--- src/sai_pkg.sv ---
// Package: types and constants of the sweep-line interval pair reporter.
package sai_pkg;

    localparam int ID_W              = 10;
    localparam int MAX_INTERVALS_DEF = 1024;
    localparam int ACTIVE_MAX_DEF    = 64;

    localparam logic CMD_BEGIN = 1'b0;
    localparam logic CMD_END   = 1'b1;

    typedef struct packed {
        logic            cmd;
        logic [ID_W-1:0] interval_id;
    } sai_evt_t;

    typedef struct packed {
        logic [ID_W-1:0] new_id;
        logic [ID_W-1:0] other_id;
        logic            last;
        logic            dropped;
    } sai_pair_t;

    // Controller to datapath commands
    typedef struct packed {
        logic clr_write;
        logic capture;
        logic insert;
        logic start_pairs;
        logic hold_pairs;
        logic pair_step;
        logic read_tail;
        logic move;
        logic retire;
    } sai_cmd_t;

    // Datapath to controller status
    typedef struct packed {
        logic clear_done;
        logic id_ok;
        logic is_end;
        logic hit;
        logic list_empty;
        logic list_full;
        logic slot_ok;
        logic out_free;
        logic pair_last;
    } sai_sts_t;

endpackage

--- src/sai_ctrl.sv ---
// Controller: state machine that sequences clearing, lookup, pair output and removal.
module sai_ctrl (
    input  logic              clk,
    input  logic              rst_n,
    input  logic              evt_valid,
    output logic              evt_stall,
    input  sai_pkg::sai_sts_t sts,
    output sai_pkg::sai_cmd_t cmd
);

    localparam logic [2:0] ST_CLR    = 3'd0;
    localparam logic [2:0] ST_IDLE   = 3'd1;
    localparam logic [2:0] ST_LOOK   = 3'd2;
    localparam logic [2:0] ST_PAIRS  = 3'd3;
    localparam logic [2:0] ST_MOVE   = 3'd4;
    localparam logic [2:0] ST_RETIRE = 3'd5;

    logic [2:0] state_reg;
    logic [2:0] state_next;

    assign evt_stall = (state_reg != ST_IDLE);

    always_comb
    begin
        cmd        = '0;
        state_next = state_reg;
        case (state_reg)
            ST_CLR:
            begin
                cmd.clr_write = 1'b1;
                if (sts.clear_done)
                begin
                    state_next = ST_IDLE;
                end
            end
            ST_IDLE:
            begin
                if (evt_valid)
                begin
                    cmd.capture = 1'b1;
                    state_next  = ST_LOOK;
                end
            end
            ST_LOOK:
            begin
                state_next = ST_IDLE;
                if (sts.id_ok)
                begin
                    if (sts.is_end)
                    begin
                        if (sts.hit && sts.slot_ok)
                        begin
                            cmd.read_tail = 1'b1;
                            state_next    = ST_MOVE;
                        end
                    end
                    else if (!sts.hit)
                    begin
                        if (sts.list_empty)
                        begin
                            cmd.insert = 1'b1;
                        end
                        else
                        begin
                            cmd.start_pairs = 1'b1;
                            state_next      = ST_PAIRS;
                        end
                    end
                end
            end
            ST_PAIRS:
            begin
                cmd.hold_pairs = 1'b1;
                if (sts.out_free)
                begin
                    cmd.pair_step = 1'b1;
                    if (sts.pair_last)
                    begin
                        cmd.insert = !sts.list_full;
                        state_next = ST_IDLE;
                    end
                end
            end
            ST_MOVE:
            begin
                cmd.move   = 1'b1;
                state_next = ST_RETIRE;
            end
            ST_RETIRE:
            begin
                cmd.retire = 1'b1;
                state_next = ST_IDLE;
            end
            default:
            begin
                state_next = ST_CLR;
            end
        endcase
    end

    always_ff @(posedge clk or negedge rst_n)
    begin
        if (!rst_n)
        begin
            state_reg <= ST_CLR;
        end
        else
        begin
            state_reg <= state_next;
        end
    end

endmodule

--- config.mk ---
export PLATFORM = sky130hd
export DESIGN_NAME = sai_ctrl
export DESIGN_NICKNAME = d
export VERILOG_FILES = /design/src/sai_pkg.sv /design/src/sai_ctrl.sv
export SDC_FILE = /design/constraint.sdc
export NUM_CORES = 1
export LEC_CHECK = 0
export BUFFER_PORTS_ARGS = -buffer_cell sky130_fd_sc_hd__buf_2
export CORE_AREA = 5 5 42 44
export DETAILED_ROUTE_END_ITERATION = 10
export DIE_AREA = 0 0 47 49
export PLACE_DENSITY = 0.48
export RECOVER_POWER = 50
export SLEW_MARGIN = 20
export SYNTH_ARGS = -nofsm -noshare
export SYNTH_HDL_FRONTEND = slang
export SYNTH_SLANG_ARGS = --single-unit
--- constraint.sdc ---
create_clock -name clk -period 2.4 [get_ports clk]
set_input_delay 0.72 -clock clk [delete_from_list [all_inputs] [get_ports clk]]
set_output_delay 0.72 -clock clk [all_outputs]
set_load 0.02 [all_outputs]
---- Word level (Yosys, flattened, before mapping) ----
Index checks and enable logic that the tools add are counted.
word-level totals
  register bits after elaboration ......... 3
  input bits .............................. 12
  output and inout bits ................... 10
  word-level logic and storage cells ...... 45
operators by class
  equal/unequal tests ..................... 10
  multiplexer cells ....................... 30
  reduce and logical (&&, ||, !) cells .... 4
operators by type and width
  cell                  count
  $mux W3               7
  $pmux W3 S6           1
  $mux W1               15
  $mux W2               6
  $ne A2 B2 Y1 const B  4
  $eq A3 B2 Y1 const B  2
  $eq A3 B3 Y1 const B  2
  $reduce_and A4 Y1     1
  $eq A3 B1 Y1 const B  1
  $logic_not A3 Y1      1
  $ne A3 B1 Y1 const B  1
  $pmux W1 S2           1
  $logic_and A1 B1 Y1   1
  $logic_not A1 Y1      1

---- Longest topological paths before layout ----
Gate-level depths: netlist (run 1).
  depth in word-level cells ............... 5
  gate-level depth with buffers ........... 4
  mapped depth without buffers ............ 3

---- Least setup slack after synthesis (run 1) ----
Ideal clock, no wire load.
  kind .................................... in2out
  start point ............................. input port sts[5] (netlist name)
  end point ............................... output port cmd[6] (netlist name)
  arrival time ............................ 1.427 ns
  required time ........................... 1.680 ns
  setup slack ............................. 0.253 ns
  stages .................................. 3
  buffers on the path ..................... 0
  path through ............................ nor4b_4 -> a21oi_1 -> nor3b_2
RTL lines
  element             RTL line       text
  start: declaration  sai_ctrl.sv:7  input sai_pkg::sai_sts_t sts,
  end: declaration    sai_ctrl.sv:8  output sai_pkg::sai_cmd_t cmd

==> reports/results.ini, run 1 <==
[status]
status=completed

[detailed_routing]
routed_wl_um=824
drt-pass1-iter-count=3
drtIter0Drc=1
wl_per_cell_um=11.0
drc_errors=0
postRouteAntennaNets=0
vias_per_cell=4.73
vias=355

[floorplan]
io_pins=22
core_um2=1400
die_h_um=49
die_w_um=47
row_count=14
die_area_um2=2300
start_util=0.220

[sta]
finalClockSkew_ps=1.27
hold_violations=0
tightestPinTransition_ps=369
setup_tns_ps=0
rsz0062_at_grt=false
setup_viol=0
fin_crit_ps=2280
hold_slack_ps=285
period_share=0.951
fmax_ghz=0.438
worst_slack_ps=118
maxSlewHeadroom=0.754
maxSlewViolCount=0

[logic_synthesis]
synth_ff_type=dfrtp_1
syn_inst=37
synth_edf_count=0
synth_top_area_share=0.244
ys_seq_area_frac=0.244
syn_area_um2=308
synth_cell_types=26
avgSynthCellArea_um2=8.32
syn_nets=49
yosys.area.top_type=dfrtp_1
synthArstFlopShare=1.00
synth-seq-cells=3
yosys_warnings=0
synthTopCellsByArea=dfrtp_1 (24%), nor4b_4 (7.7%), nand3_1 (4.9%)

[worst_setup_path]
rr_startpoint=state_reg[0]
crit_path_end_kind=output pin
worstSetupStartpoint=sts[5]
crit_path_max_fanout=3
worst-setup-path-type=primary input to output pin
reg2reg_depth=3
reg2reg_slack_ps=1190
r2r_end=state_reg[1]
worstPathArrival_ps=1560
critical_path.startpoint_type=primary input
crit_required_ps=1680

[power_and_ir_drop]
swShare=0.468
max-vdd-ir-drop_uv=298
pwr-share-seq=0.292
power_density_nw_per_um2=907
leakage_nw=0.222
pwr-share-clk=0.220
p_int_w=0.000210
comb_power_share=0.487
switchingPower_w=0.000185

[finish]
fin_nets=72
layout_common_cells=buf_2 (18), clkbuf_1 (4)
fin_area_um2=435
drive_gt1_frac=0.407
utilization=0.311
syn_to_final_growth_pct=41.5
final_common_cell=buf_2
antenna_cells=0
largest_register_ffs=3

[placed_design]
pre_cts_ws_ps=109
dp_hpwl_um=637
postPlaceCellArea_um2=413
routabilityCongestion=0.644
portBuffers=21

[global_route]
grt_pass1_wl_um=1400
grt_max_degree=15
track_usage=0.0860
grt.overflow.total=0
antenna_found_initial=0
grt_pass1_vias=326

[clock_tree]
cts_resized=0
post-cts-setup-buffer-count=0
insertion_delay_ps=230
cts_tree=built
cts_buffers=3
cts_root_buf=clkbuf_4
clk_pin_slew_ps=40
htree_levels=1
cts_buffer_depth=2
cts_hold_buf=0
numClockSinks=3

[run]
max_cap_viol_count=0

[hold_path]
hp-class=primary input to async pin

## cell usage after synthesis, types with 2 or more instances
cell,n
nand3_1,3
and2_1,2
dfrtp_1,3
nor2_1,2
nor3_1,3
nand2_1,2
nor3b_1,2
nand2b_1,2
## routing by layer
metal  vias up  part of all wire  GRT usage
li1        177                 -          -
met1       160              0.43      0.104
met2        18              0.47      0.109
met3         0              0.10     0.0554
met4         0                 0     0.0553
met5         -                 0          0
## final cells by class
cell class	instances	area (um2)
fill	166	966
multi-input combinational	30	209
inverter	1	3.75
tap	16	20.0
clock buffer	4	26.3
timing repair buffer	21	101
sequential	3	75.1
## cell families (layout without fill, tap and decap cells)
kind of cell    Yosys count  after routing  share of synthesized area
compound gates            4              4                     0.0854
buf+inv                   4             26                     0.0772
flops                     3              3                      0.244
simple gates             26             26                      0.594
## worst max-delay path, cell delays in order
cell	delay, ps
buf_2	120
nor4b_4	280
a21oi_1	110
nor3b_2	150
buf_2	180
## worst max path at each step
stage | to | slack (ps)
2_1_floorplan | cmd[6] | 250
3_5_place_dp | cmd[6] | 110
3_3_place_gp | cmd[6] | 120
4_1_cts | cmd[6] | 110
6_report | cmd[6] | 120
5_1_grt | cmd[6] | 50
## power groups by stage
stage	Combinational [W]	Sequential (W)	Clock [W]
2_1_floorplan	0.000187	0.0000779	0
3_3_place_gp	0.000202	0.000118	0
3_5_place_dp	0.000201	0.000118	0
4_1_cts	0.000202	0.000118	0.0000917
5_1_grt	0.000215	0.000125	0.000100
6_report	0.000193	0.000115	0.0000870
## stage by stage
stage / power [W] / instances
CTS: 0.000411 / 75
detailed placement: 0.000319 / 71
finish: 0.000395 / 75
global placement: 0.000320 / 71
floorplan: 0.000265 / 37
global route: 0.000440 / 75
(Power assumes the default switching activity.)
==> inputs of run 2 (changes only) <==
MAX_ROUTING_LAYER = met4   (was unset)
==> reports/results.ini, run 2 (same netlist as run 1, synthesis figures left out) <==
[clock_tree]
numClockSinks=3
cts_hold_buf=0
cts_resized=0
cts_root_buf=clkbuf_4
cts_buffer_depth=2
cts_buffers=3
cts_tree=built
post-cts-setup-buffer-count=0
htree_levels=1
clk_pin_slew_ps=40
insertion_delay_ps=230

[detailed_routing]
wl_met1_um=374
drtIter0Drc=1
wl_per_cell_um=11.1
vias_per_cell=4.75
detailroute.wirelength.met2_um=373
drt-pass1-iter-count=4
dr_wl_met3_um=74
drc_errors=0
highest_layer=met4
routed_wl_um=832
vias=356
postRouteAntennaNets=0

[floorplan]
row_count=14
start_util=0.220
core_um2=1400
die_h_um=49
die_area_um2=2300
io_pins=22
die_w_um=47

[sta]
rsz0062_at_grt=false
period_share=0.951
finalClockSkew_ps=1.17
fmax_ghz=0.438
hold_violations=0
setup_viol=0
maxSlewHeadroom=0.754
tightestPinTransition_ps=369
hold_slack_ps=284
fin_crit_ps=2280
maxSlewViolCount=0
setup_tns_ps=0

[worst_setup_path]
rr_startpoint=state_reg[0]
reg2reg_slack_ps=1190
crit_path_end_kind=output pin
crit_path_max_fanout=3
r2r_end=state_reg[1]
critical_path.startpoint_type=primary input
worstPathArrival_ps=1560
worst-setup-path-type=primary input to output pin
reg2reg_depth=3
crit_required_ps=1680

[finish]
syn_to_final_growth_pct=41.5
drive_gt1_frac=0.407
fin_nets=72
layout_common_cells=buf_2 (18), clkbuf_1 (4)
largest_register_ffs=3
nFillCells=166
final_common_cell=buf_2
antenna_cells=0

[global_route]
grt_max_degree=15
grt_pass1_wl_um=1400
grt.overflow.total=0
antenna_found_initial=0
track_usage=0.0882
grt_pass1_vias=325

[placed_design]
routabilityCongestion=0.650
portBuffers=21
dp_hpwl_um=637

[power_and_ir_drop]
leakage_nw=0.222
max-vdd-ir-drop_uv=299
power_density_nw_per_um2=909

[status]
status=completed

[run]
max_cap_viol_count=0

[hold_path]
hp-class=primary input to async pin

## run 2: cell type report
| cell class | instances | area, um2 | share of cell area |
|---|---|---|---|
| inverter | 1 | 3.75 | 0.00862 |
| timing repair buffer | 21 | 101 | 0.233 |
| tap | 16 | 20.0 | 0.0460 |
| multi-input combinational | 30 | 209 | 0.480 |
| clock buffer | 4 | 26.3 | 0.0603 |
| sequential | 3 | 75.1 | 0.172 |
## run 2: per-stage QoR
stage | power [W] | utilization | cell area (um2) | cells | setup slack, ps
2_1_floorplan | 0.000265 | - | 308 | 37 | 253
3_5_place_dp | 0.000319 | 0.295 | 413 | 71 | 109
6_report | 0.000396 | 0.311 | 435 | 75 | 118
4_1_cts | 0.000411 | 0.313 | 439 | 75 | 108
3_3_place_gp | 0.000320 | 0.295 | 413 | 71 | 122
5_1_grt | 0.000440 | 0.311 | 435 | 75 | 47.6
## run 2: how the worst max path moves through the flow
stage,to,startpoint,depth (start not counted)
after floorplan,cmd[6],sts[5],3
after global placement,cmd[6],sts[5],5
after detailed placement,cmd[6],sts[5],5
after CTS,cmd[6],sts[5],5
after global routing,cmd[6],sts[5],5
final,cmd[6],sts[5],5
## run 2: where the power goes
part	leakage [nW]	internal [W]	switching, W	total, W
Sequential	0.0368	0.0000668	0.0000487	0.000115
Combinational	0.170	0.0000812	0.000111	0.000193
Clock	0.0150	0.0000622	0.0000253	0.0000876
## run 2: worst max-delay path, cell delays in order
cell,delay (ps)
buf_2,120
nor4b_4,280
a21oi_1,110
nor3b_2,150
buf_2,180
## run 2: routing by layer
layer | track usage | vias up
met5 | - | -
met4 | 0.0553 | 0
met3 | 0.0480 | 2
met2 | 0.109 | 16
met1 | 0.108 | 161
li1 | - | 177
